--- config.mk ---
export PLATFORM = sky130hd
export DESIGN_NAME = polyline_length_accumulator_unit_flat
export DESIGN_NICKNAME = d
export VERILOG_FILES = /design/src/hw/rtl/plac_pkg.sv /design/src/hw/rtl/plac_if.sv /design/src/hw/rtl/polyline_length_accumulator_unit.sv /design/src/flat_wrapper.sv
export SDC_FILE = /design/constraint.sdc
export NUM_CORES = 2
export LEC_CHECK = 0
export ABC_AREA = 1
export BUFFER_PORTS_ARGS = -buffer_cell sky130_fd_sc_hd__clkbuf_2
export CAP_MARGIN = 20
export CORE_ASPECT_RATIO = 2
export CORE_MARGIN = 1
export CORE_UTILIZATION = 50
export CTS_CLUSTER_DIAMETER = 100
export DETAILED_ROUTE_END_ITERATION = 16
export PLACE_DENSITY_LB_ADDON = 0.25
export SYNTH_ARGS = -nofsm -noshare
export SYNTH_HDL_FRONTEND = slang
export SYNTH_SLANG_ARGS = --single-unit
--- constraint.sdc ---
create_clock -name clk_i -period 11.5 [get_ports clk_i]
set_input_delay 1.15 -clock clk_i [delete_from_list [all_inputs] [get_ports clk_i]]
set_output_delay 1.15 -clock clk_i [all_outputs]
set_load 0.01 [all_outputs]
--- src/hw/rtl/plac_pkg.sv ---
// Shared types and constants for the polyline length accumulator.
package plac_pkg;

  typedef enum logic [2:0] {
    ST_IDLE,
    ST_SQUARE,
    ST_ROOT,
    ST_ADD,
    ST_DONE
  } plac_state_e;

  localparam int unsigned TallyWidth = 2;
  localparam logic [TallyWidth-1:0] TallyNone = 2'd0;
  localparam logic [TallyWidth-1:0] TallyOne  = 2'd1;
  localparam logic [TallyWidth-1:0] TallyTwo  = 2'd2;
  localparam logic [TallyWidth-1:0] TallyFull = 2'd3;

  localparam int unsigned AxisCount = 3;

endpackage

--- src/hw/rtl/plac_if.sv ---
// Valid/ready channel interfaces for vertex, result and configuration words.
interface plac_vertex_if #(
  parameter int unsigned COORD_WIDTH = 24
);
  logic                          valid;
  logic                          ready;
  logic signed [COORD_WIDTH-1:0] pos_x;
  logic signed [COORD_WIDTH-1:0] pos_y;
  logic signed [COORD_WIDTH-1:0] pos_z;
  logic                          starts_line;
  logic                          ends_line;

  modport source (output valid, pos_x, pos_y, pos_z, starts_line, ends_line, input ready);
  modport sink   (input valid, pos_x, pos_y, pos_z, starts_line, ends_line, output ready);
endinterface

interface plac_result_if #(
  parameter int unsigned LENGTH_WIDTH = 40
);
  logic                    valid;
  logic                    ready;
  logic [LENGTH_WIDTH-1:0] total_length;
  logic                    complete;
  logic                    overflowed;

  modport source (output valid, total_length, complete, overflowed, input ready);
  modport sink   (input valid, total_length, complete, overflowed, output ready);
endinterface

interface plac_cfg_if;
  logic valid;
  logic ready;
  logic closed_loop;

  modport source (output valid, closed_loop, input ready);
  modport sink   (input valid, closed_loop, output ready);
endinterface

--- src/hw/rtl/polyline_length_accumulator_unit.sv ---
// Polyline length accumulator: top level with sequencer and shared square/root unit.
//
// vertex_i takes one vertex word per polyline point; result_o returns one
// word per vertex with the running length, the end mark and the sticky
// saturation flag. cfg_i writes closed_loop and is always ready.
// A vertex that opens a polyline goes from accept straight to the output
// load. Any other vertex runs one segment: differences and squares
// through the single multiplier, the bit-serial square root over
// COORD_WIDTH+1 result bits, the saturating add and the output load.
// A closed polyline runs a second segment on its last vertex, back to
// its first vertex. vertex_i is ready only while the sequencer is idle;
// the root loop sets the item time.
// Reset clears the polyline state, closed_loop and the result valid flag.
// When the receiver stalls, the result word holds in the output register
// and the next vertex is still taken; its own result waits at the end of
// its run until the register is free.
module polyline_length_accumulator_unit #(
  parameter int unsigned COORD_WIDTH  = 24,
  parameter int unsigned LENGTH_WIDTH = 40
) (
  input  logic   clk_i,
  input  logic   rst_ni,
  plac_vertex_if.sink   vertex_i,
  plac_result_if.source result_o,
  plac_cfg_if.sink      cfg_i
);
  import plac_pkg::*;

  localparam int unsigned RootWidth = COORD_WIDTH + 1;
  localparam int unsigned RadWidth  = 2 * RootWidth;
  localparam int unsigned SqWidth   = 2 * COORD_WIDTH;
  localparam int unsigned RemWidth  = RootWidth + 1;
  localparam int unsigned TrialWidth = RootWidth + 3;
  localparam int unsigned CntWidth  = $clog2(RootWidth);
  localparam int unsigned ExtWidth  = (LENGTH_WIDTH > RootWidth ? LENGTH_WIDTH : RootWidth) + 1;

  plac_state_e state_q, state_d;

  logic                    closed_loop_q;
  logic [COORD_WIDTH-1:0]  first_x_q, first_y_q, first_z_q;
  logic [COORD_WIDTH-1:0]  prev_x_q, prev_y_q, prev_z_q;
  logic [COORD_WIDTH-1:0]  cur_x_q, cur_y_q, cur_z_q;
  logic [TallyWidth-1:0]   tally_q;
  logic [LENGTH_WIDTH-1:0] len_q;
  logic                    sat_q;
  logic                    ends_q;
  logic                    closing_q;
  logic [CntWidth-1:0]     cnt_q;
  logic [COORD_WIDTH-1:0]  mag_q;
  logic [SqWidth-1:0]      sq_q;
  logic [RadWidth-1:0]     acc_q;
  logic [RemWidth-1:0]     rem_q;
  logic [RootWidth-1:0]    root_q;

  logic                    out_valid_q;
  logic [LENGTH_WIDTH-1:0] out_length_q;
  logic                    out_complete_q;
  logic                    out_overflow_q;

  logic                    in_accept;
  logic                    new_line;
  logic                    out_load;
  logic [COORD_WIDTH-1:0]  op_a, op_b;
  logic [COORD_WIDTH:0]    diff, diff_neg;
  logic [COORD_WIDTH-1:0]  mag;
  logic [TrialWidth-1:0]   rem_shift, trial, rem_sub;
  logic                    root_bit;
  logic [ExtWidth-1:0]     sum_ext;
  logic                    sum_over;
  logic                    close_next;

  assign vertex_i.ready = (state_q == ST_IDLE);
  assign in_accept      = vertex_i.valid && vertex_i.ready;
  assign new_line       = vertex_i.starts_line || (tally_q == TallyNone);
  assign cfg_i.ready    = 1'b1;
  assign out_load       = (state_q == ST_DONE) && (!out_valid_q || result_o.ready);

  always_comb begin
    unique case (cnt_q[1:0])
      2'd0: begin
        op_a = closing_q ? cur_x_q : prev_x_q;
        op_b = closing_q ? first_x_q : cur_x_q;
      end
      2'd1: begin
        op_a = closing_q ? cur_y_q : prev_y_q;
        op_b = closing_q ? first_y_q : cur_y_q;
      end
      default: begin
        op_a = closing_q ? cur_z_q : prev_z_q;
        op_b = closing_q ? first_z_q : cur_z_q;
      end
    endcase
  end

  assign diff     = {op_b[COORD_WIDTH-1], op_b} - {op_a[COORD_WIDTH-1], op_a};
  assign diff_neg = ~diff + 1'b1;
  assign mag      = diff[COORD_WIDTH] ? diff_neg[COORD_WIDTH-1:0] : diff[COORD_WIDTH-1:0];

  assign rem_shift = {rem_q, acc_q[RadWidth-1 -: 2]};
  assign trial     = TrialWidth'({root_q, 2'b01});
  assign root_bit  = (rem_shift >= trial);
  assign rem_sub   = root_bit ? (rem_shift - trial) : rem_shift;

  assign sum_ext    = ExtWidth'(len_q) + ExtWidth'(root_q);
  assign sum_over   = sum_ext > ExtWidth'({LENGTH_WIDTH{1'b1}});
  assign close_next = !closing_q && ends_q && closed_loop_q && (tally_q >= TallyTwo);

  always_ff @(posedge clk_i or negedge rst_ni) begin
    if (!rst_ni) begin
      state_q <= ST_IDLE;
    end else begin
      state_q <= state_d;
    end
  end

  always_comb begin
    state_d = state_q;
    unique case (state_q)
      ST_IDLE: begin
        if (in_accept) begin
          state_d = new_line ? ST_DONE : ST_SQUARE;
        end
      end
      ST_SQUARE: begin
        if (cnt_q == CntWidth'(4)) begin
          state_d = ST_ROOT;
        end
      end
      ST_ROOT: begin
        if (cnt_q == CntWidth'(RootWidth - 1)) begin
          state_d = ST_ADD;
        end
      end
      ST_ADD: begin
        state_d = close_next ? ST_SQUARE : ST_DONE;
      end
      ST_DONE: begin
        if (out_load) begin
          state_d = ST_IDLE;
        end
      end
      default: state_d = ST_IDLE;
    endcase
  end

  always_ff @(posedge clk_i or negedge rst_ni) begin
    if (!rst_ni) begin
      closed_loop_q <= 1'b0;
      first_x_q     <= '0;
      first_y_q     <= '0;
      first_z_q     <= '0;
      prev_x_q      <= '0;
      prev_y_q      <= '0;
      prev_z_q      <= '0;
      tally_q       <= TallyNone;
      len_q         <= '0;
      sat_q         <= 1'b0;
      out_valid_q   <= 1'b0;
      cnt_q         <= '0;
      closing_q     <= 1'b0;
    end else begin
      if (cfg_i.valid) begin
        closed_loop_q <= cfg_i.closed_loop;
      end
      if (in_accept) begin
        cnt_q     <= '0;
        closing_q <= 1'b0;
        if (new_line) begin
          first_x_q <= vertex_i.pos_x;
          first_y_q <= vertex_i.pos_y;
          first_z_q <= vertex_i.pos_z;
          prev_x_q  <= vertex_i.pos_x;
          prev_y_q  <= vertex_i.pos_y;
          prev_z_q  <= vertex_i.pos_z;
          tally_q   <= TallyOne;
          len_q     <= '0;
          sat_q     <= 1'b0;
        end
      end
      if (state_q == ST_SQUARE) begin
        cnt_q <= (cnt_q == CntWidth'(4)) ? '0 : cnt_q + 1'b1;
      end
      if (state_q == ST_ROOT) begin
        cnt_q <= (cnt_q == CntWidth'(RootWidth - 1)) ? '0 : cnt_q + 1'b1;
      end
      if (state_q == ST_ADD) begin
        if (sum_over) begin
          len_q <= '1;
          sat_q <= 1'b1;
        end else begin
          len_q <= sum_ext[LENGTH_WIDTH-1:0];
        end
        if (!closing_q) begin
          prev_x_q <= cur_x_q;
          prev_y_q <= cur_y_q;
          prev_z_q <= cur_z_q;
          if (tally_q != TallyFull) begin
            tally_q <= tally_q + 1'b1;
          end
        end
        closing_q <= close_next;
      end
      if (out_load) begin
        out_valid_q <= 1'b1;
        if (ends_q) begin
          tally_q <= TallyNone;
        end
      end else if (result_o.ready) begin
        out_valid_q <= 1'b0;
      end
    end
  end

  always_ff @(posedge clk_i) begin
    if (in_accept) begin
      cur_x_q <= vertex_i.pos_x;
      cur_y_q <= vertex_i.pos_y;
      cur_z_q <= vertex_i.pos_z;
      ends_q  <= vertex_i.ends_line;
      acc_q   <= '0;
    end
    if (state_q == ST_SQUARE) begin
      if (cnt_q < CntWidth'(AxisCount)) begin
        mag_q <= mag;
      end
      if (cnt_q >= CntWidth'(1) && cnt_q <= CntWidth'(AxisCount)) begin
        sq_q <= SqWidth'(mag_q) * SqWidth'(mag_q);
      end
      if (cnt_q >= CntWidth'(2)) begin
        acc_q <= acc_q + RadWidth'(sq_q);
      end
      rem_q  <= '0;
      root_q <= '0;
    end
    if (state_q == ST_ROOT) begin
      acc_q  <= {acc_q[RadWidth-3:0], 2'b00};
      rem_q  <= rem_sub[RemWidth-1:0];
      root_q <= {root_q[RootWidth-2:0], root_bit};
    end
    if (state_q == ST_ADD) begin
      acc_q <= '0;
    end
    if (out_load) begin
      out_length_q   <= len_q;
      out_complete_q <= ends_q;
      out_overflow_q <= sat_q;
    end
  end

  assign result_o.valid        = out_valid_q;
  assign result_o.total_length = out_length_q;
  assign result_o.complete     = out_complete_q;
  assign result_o.overflowed   = out_overflow_q;

`ifndef SYNTHESIS
  a_accept_leaves_idle: assert property (@(posedge clk_i) disable iff (!rst_ni)
    in_accept |=> state_q != ST_IDLE)
    else $error("sequencer stayed idle after a vertex word");

  a_overflow_at_max: assert property (@(posedge clk_i) disable iff (!rst_ni)
    out_valid_q && out_overflow_q |-> out_length_q == {LENGTH_WIDTH{1'b1}})
    else $error("saturated result below maximum length");

  a_root_has_line: assert property (@(posedge clk_i) disable iff (!rst_ni)
    state_q == ST_ROOT |-> tally_q != TallyNone)
    else $error("segment running with no open polyline");

  a_close_needs_three: assert property (@(posedge clk_i) disable iff (!rst_ni)
    state_q == ST_SQUARE && closing_q |-> tally_q == TallyFull && ends_q)
    else $error("closing segment on a short or unfinished polyline");
`endif

endmodule
--- src/flat_wrapper.sv ---
// flat-port wrapper written by rule: the top's interface ports become plain ports
module polyline_length_accumulator_unit_flat import plac_pkg::*;
#(
  parameter int unsigned COORD_WIDTH  = 24,
  parameter int unsigned LENGTH_WIDTH = 40
)
  (clk_i, rst_ni, vertex_i_valid, vertex_i_pos_x, vertex_i_pos_y, vertex_i_pos_z, vertex_i_starts_line, vertex_i_ends_line, vertex_i_ready, result_o_valid, result_o_total_length, result_o_complete, result_o_overflowed, result_o_ready, cfg_i_valid, cfg_i_closed_loop, cfg_i_ready);
  plac_vertex_if #(.COORD_WIDTH(COORD_WIDTH)) vertex_i_i ();
  plac_result_if #(.LENGTH_WIDTH(LENGTH_WIDTH)) result_o_i ();
  plac_cfg_if cfg_i_i ();
  input  logic clk_i;
  input  logic rst_ni;
  input wire logic [$bits(vertex_i_i.valid)-1:0] vertex_i_valid;
  input wire logic [$bits(vertex_i_i.pos_x)-1:0] vertex_i_pos_x;
  input wire logic [$bits(vertex_i_i.pos_y)-1:0] vertex_i_pos_y;
  input wire logic [$bits(vertex_i_i.pos_z)-1:0] vertex_i_pos_z;
  input wire logic [$bits(vertex_i_i.starts_line)-1:0] vertex_i_starts_line;
  input wire logic [$bits(vertex_i_i.ends_line)-1:0] vertex_i_ends_line;
  output wire logic [$bits(vertex_i_i.ready)-1:0] vertex_i_ready;
  output wire logic [$bits(result_o_i.valid)-1:0] result_o_valid;
  output wire logic [$bits(result_o_i.total_length)-1:0] result_o_total_length;
  output wire logic [$bits(result_o_i.complete)-1:0] result_o_complete;
  output wire logic [$bits(result_o_i.overflowed)-1:0] result_o_overflowed;
  input wire logic [$bits(result_o_i.ready)-1:0] result_o_ready;
  input wire logic [$bits(cfg_i_i.valid)-1:0] cfg_i_valid;
  input wire logic [$bits(cfg_i_i.closed_loop)-1:0] cfg_i_closed_loop;
  output wire logic [$bits(cfg_i_i.ready)-1:0] cfg_i_ready;
  assign vertex_i_i.valid = vertex_i_valid;
  assign vertex_i_i.pos_x = vertex_i_pos_x;
  assign vertex_i_i.pos_y = vertex_i_pos_y;
  assign vertex_i_i.pos_z = vertex_i_pos_z;
  assign vertex_i_i.starts_line = vertex_i_starts_line;
  assign vertex_i_i.ends_line = vertex_i_ends_line;
  assign vertex_i_ready = vertex_i_i.ready;
  assign result_o_valid = result_o_i.valid;
  assign result_o_total_length = result_o_i.total_length;
  assign result_o_complete = result_o_i.complete;
  assign result_o_overflowed = result_o_i.overflowed;
  assign result_o_i.ready = result_o_ready;
  assign cfg_i_i.valid = cfg_i_valid;
  assign cfg_i_i.closed_loop = cfg_i_closed_loop;
  assign cfg_i_ready = cfg_i_i.ready;
  polyline_length_accumulator_unit #(.COORD_WIDTH(COORD_WIDTH), .LENGTH_WIDTH(LENGTH_WIDTH)) u_core (.clk_i(clk_i), .rst_ni(rst_ni), .vertex_i(vertex_i_i), .result_o(result_o_i), .cfg_i(cfg_i_i));
endmodule
Word level (Yosys, flattened, before mapping)
Cells that the tools add are included.

Mux-type cells: 61. Magnitude comparators: 7. Equality and inequality tests: 12. Multiply operators: 1. Shift operators: 0. Reduce and logical (&&, ||, !) cells: 24. Bitwise logic cells: 1. Divide/modulo/power cells: 0. $add $sub $neg: 7.

Operator list (number): 2-to-1 mux 24 bit (19); 2-to-1 mux 50 bit (4); 2-to-1 mux 40 bit (4); one-hot mux 24 bit (2 select lines) (2); 2-to-1 mux 26 bit (3); adder 50 x 48 -> 50 bit (1); 2-to-1 mux 25 bit (2); multiplier 24 x 24 -> 48 bit (1); adder 40 x 25 -> 41 bit (1); greater-than comparator 41 x 40 -> 1 bit, second input constant (1); greater-or-equal comparator 28 x 27 -> 1 bit (1); subtractor 26 bit (1); 2-to-1 mux 5 bit (5); subtractor 24 x 24 -> 25 bit (1); adder 24 x 1 -> 24 bit, second input constant (1); NOT 24 bit (1); 2-to-1 mux 3 bit (6); one-hot mux 3 bit (5 select lines) (1); 2-to-1 mux 2 bit (7); 2-to-1 mux 1 bit (8); AND reduction 2 bit (4); nonzero test 2 bit (4); equality test 3 x 2 -> 1 bit, second input constant (2); logical AND 1 bit (6); other kinds (21) (27).

Memories kept: 0. Bits in read-only memories: 0. Word-level logic and storage cells: 140. Bits in latches: 0. Bits in writable memories: 0. Flip-flop bits (word level): 486. Output and inout port bits: 45.

Longest topological paths before layout
Depth after elaboration: 9. Gate-level depth with buffers: 30. Gate-level depth less buffers: 29.

Worst setup path before layout
OpenSTA, ideal clock, no wires.

Path type: reg-to-reg. Start: register u_core.mag_q[3]. End: register u_core.sq_q[46], data pin. Path buffers: 2. Stages on the path, launching flop included: 27. Setup slack: 5.106 ns. Data arrival time: 6.118 ns. Period minus slack after synthesis: 6.394 ns. Cell sequence: edfxtp_1 -> clkbuf_1 -> clkbuf_1 -> nand2_1 -> fa_1 -> inv_1 -> fa_1 -> inv_1 -> fa_1 -> fa_1 -> inv_1 -> fa_1 -> fa_1 -> inv_1 -> fa_1 -> inv_1 -> ha_1 -> a21o_1 -> a21boi_0 -> nor2_1 -> nor2_1 -> nand2_1 -> nand2_1 -> nand3_1 -> nand2_1 -> o311ai_0 -> xor2_1.

Word-level cells in the longest chain between the ends: 1.

RTL lines: start, declared (RTL line polyline_length_accumulator_unit.sv:49) `logic [COORD_WIDTH-1:0] mag_q;`; start signal, assigned (RTL line polyline_length_accumulator_unit.sv:224) `mag_q <= mag;`; multiplier 24 x 24 -> 48 bit (RTL line polyline_length_accumulator_unit.sv:227) `sq_q <= SqWidth'(mag_q) * SqWidth'(mag_q);`; end signal, assigned (RTL line polyline_length_accumulator_unit.sv:227); end, declared (RTL line polyline_length_accumulator_unit.sv:50) `logic [SqWidth-1:0] sq_q;`.

Every way passes these cells. A chain may end at the register's enable or synchronous reset.

Final worst setup path
Start: register u_core.mag_q[7]. End: register u_core.sq_q[46], data pin.

The elaborated chain is that of the path after synthesis.

==> flow_metrics.env <==
export IMPL_cts_tree="built"
export IMPL_dieArea_sq_um=92800
export IMPL_clock_sinks=485
export IMPL_drcViolationCount=0
export IMPL_cts_buffers=47
export IMPL_synth_simple_area_share_pct=17.4
export IMPL_status="complete, no violations"
export IMPL_root_buffer="clkbuf_16"
export IMPL_hold_class="flip-flop to flip-flop"
export IMPL_num_rows=156
export IMPL_syn_nets=6532
export IMPL_setup_viol=0
export IMPL_critPathMaxFanout=25
export IMPL_syn_inst=5711
export IMPL_hold_buffers=0
export IMPL_netlist_area_sq_um=45800
export IMPL_dr_pass1_iters=5
export IMPL_hpwl_um=106000
export IMPL_syn2layout_area_growth_pct=7.54
export IMPL_die_y_um=430
export IMPL_cp_slowest_cell="edfxtp_1"
export IMPL_pin_count=125
export IMPL_synthArstFlopShare_pct=40.8
export IMPL_cpPeakStageDelay_ps=1120
export IMPL_post_cts_buffers=0
export IMPL_yosys_most_used_dff="edfxtp_1"
export IMPL_whs_path_depth=0
export IMPL_clockBufferDepth=3
export IMPL_fillers=8738
export IMPL_core_sq_um=90600
export IMPL_gr_total_overflow=0
export IMPL_timing_critical_path_mode_cell="fa_1"
export IMPL_wl_per_cell_um=19.6
export IMPL_synth_top_family_by_area="adder cells"
export IMPL_synth_xor_area_share_pct=2.35
export IMPL_synthAdderAreaFrac_pct=27.4
export IMPL_initial_core_util_pct=50.5
export IMPL_r2r_cells=25
export IMPL_postLayoutCoreUtil_pct=54.4
export IMPL_clock_skew_ps=80.3
export IMPL_maxCapViolations=0
export IMPL_htree_levels=2
export IMPL_grt_pass1_wl_um=213000
export IMPL_grt_max_degree=94
export IMPL_grtUsageMet2_pct=57.3
export IMPL_drt_wl_total_um=136000
export IMPL_seq_area_frac_synth_pct=28.6
export IMPL_worst_ep_arrival_time_ps=7810
export IMPL_postCtsResizedCells=0
export IMPL_clkLatencyLatePin_ps=660
export IMPL_yosysUniqueCellTypes=66
export IMPL_first_global_vias=40100
export IMPL_tns_ps=0
export IMPL_fmax_mhz=135
export IMPL_crit_required_ps=11890
export IMPL_yosysWarnings=0
export IMPL_drive_gt1_share_pct=5.95
export IMPL_dpl_worst_slack_ps=4080
export IMPL_drv_slew=0
export IMPL_max_slew_margin_pct=21.5
export IMPL_end_kind="flip-flop"
export IMPL_synth_compound_area_share_pct=12.6
export IMPL_crit_type="flip-flop to flip-flop"
export IMPL_clkSlewWorstSetupHoldPaths_ps=70
export IMPL_synth_mux_area_share_pct=0.0246
export IMPL_hold_viol=0
export IMPL_period_minus_slack_ps=7420
export IMPL_vias=38200
export IMPL_busiest_layer="met2"
export IMPL_grt_antenna_before_repair=5
export IMPL_min_period_over_period_pct=64.5
export IMPL_nets=6563
export IMPL_ant_nets=0
export IMPL_drt_initial_drc_count=2194
export IMPL_fp_dieW_um=216
export IMPL_synth_ff_latch_count=485
export IMPL_grt_use_total_pct=29.7
export IMPL_grt_util_met3_pct=3.05
export IMPL_port_buffers=123
export IMPL_startpoint_type="flip-flop"
export IMPL_viasPerCell=5.47
export IMPL_worst_slew_pin_slew_ps=1180
export IMPL_use_met1_pct=28.1
export IMPL_gp_congestion=1.01
export IMPL_avgSynthCellArea_sq_um=8.02
export IMPL_synth_edf_count=237
export IMPL_setup_slack_ps=4080
export IMPL_grt_setup_unrepaired="no"
==> metrics by stage <==
stage               cell area [sq um]  hold WS [ps]  cells
global placement                47500           438   6875
floorplan                       45800           425   5711
detailed placement              47500           442   6875
global route                    49200           480   6972
finish                          49200           473   6972
CTS                             49100           468   6963
==> critical path, delay by kind of cell, from the launching register on <==
family,cells,cell delay (ps)
AO/OA/AOI/OAI,2,510
flip-flops,1,1120
AND/OR/NAND/NOR,8,960
adder cells (fa/ha/maj),8,4070
buffers and inverters,6,310
XOR/XNOR,1,170
==> layout make-up <==
class	instances	area [sq um]	share of cell area (%)
clock buffers	66	1360	2.76
repair buffers	171	1030	2.10
inverters	1217	4570	9.29
flip-flops and latches	485	13100	26.6
diodes	6	15.0	0.0305
clock inverters	22	275	0.559
well taps	1185	1480	3.01
multi-input cells	3820	27400	55.7
==> placed cells by master (no fill, tap or decap), types with 45 or more instances in the layout <==
| master | Yosys | routed |
|---|---|---|
| ha_1 | 307 | 306 |
| edfxtp_1 | 237 | 237 |
| a31oi_1 | 54 | 54 |
| nor2_1 | 423 | 417 |
| nand3_1 | 247 | 247 |
| nand2_1 | 1120 | 1117 |
| clkbuf_2 | 0 | 122 |
| buf_4 | 4 | 45 |
| xor2_1 | 79 | 79 |
| fa_1 | 434 | 434 |
| dfrtp_1 | 198 | 197 |
| clkbuf_16 | 0 | 48 |
| a21oi_1 | 343 | 343 |
| dfxtp_1 | 50 | 50 |
| o21ai_0 | 386 | 386 |
| inv_1 | 1201 | 1198 |
==> flip-flops by register name (all words and copies together), names as in the netlist, 25 cells and up <==
signal	cells
u_core.len_q	40
u_core.sq_q	47
u_core.rem_q	26
u_core.root_q	25
u_core.result_o.total_length	40
u_core.acc_q	50
==> cells by family (layout without fill, tap and decap cells) <==
kind of cell / Yosys count / after routing
simple gates: 1932 / 1932
fa+ha+maj: 741 / 741
compound gates: 1022 / 1022
xor+xnor: 123 / 123
mux: 1 / 1
flops: 485 / 485
buf+inv: 1406 / 1476
other cells: 1 / 7
==> final timing paths <==
path	end	slack, ps	start
max in group asynchronous	u_core.first_y_q[13]$_DFFE_PN0P_	8850	rst_ni
setup / recovery	u_core.sq_q[46]$_DFFE_PP_	4080	u_core.mag_q[7]$_DFFE_PP_
setup reg to reg	u_core.sq_q[46]$_DFFE_PP_	4080	u_core.mag_q[7]$_DFFE_PP_
hold reg to reg	u_core.result_o.overflowed$_DFFE_PP_	470	u_core.sat_q$_DFF_PN0_
hold / removal	u_core.result_o.overflowed$_DFFE_PP_	470	u_core.sat_q$_DFF_PN0_
min in group asynchronous	u_core.sat_q$_DFF_PN0_	480	rst_ni
==> metal layers <==
layer / wire length, um / share of wire, %
met5: 0 / 0
met4: 11800 / 8.7
met3: 4960 / 3.6
met2: 75600 / 55
met1: 44100 / 32
==> Yosys cell counts, drive strengths merged, types with 2 or more instances <==
master   number  area share (%)
a21oi       350             3.9
nor3         33            0.37
a221oi       26            0.51
nor2        432             3.6
o21a         16            0.26
dfrtp       198              11
edfxtp      237              16
nor4         12            0.16
o22ai        10            0.14
nand2      1130             9.3
o32a          5            0.11
o22a          2           0.038
a211oi        3           0.049
xnor2        44            0.84
o221a         9            0.22
o21ai       428             4.7
a31oi        54            0.74
nand3       252             2.8
fa          434              19
clkbuf      145             1.2
or2          18            0.25
xor2         79             1.5
dfxtp        50             2.2
nand4        39            0.53
a21boi       14            0.24
o221ai        4           0.077
o21bai       20            0.33
a22oi         4           0.066
inv        1216              10
o211ai       28            0.46
ha          307             8.4
nand3b       11            0.18
a22o          2           0.038
a21o         30            0.49
o311ai        2           0.038
o31ai         9            0.15
and2          3           0.041
o2111ai       2           0.038
nor3b         2           0.057
buf          44            0.50
Power is not shown: default switching activity piles up to over one toggle a cycle in this logic, so the estimate is an artifact.
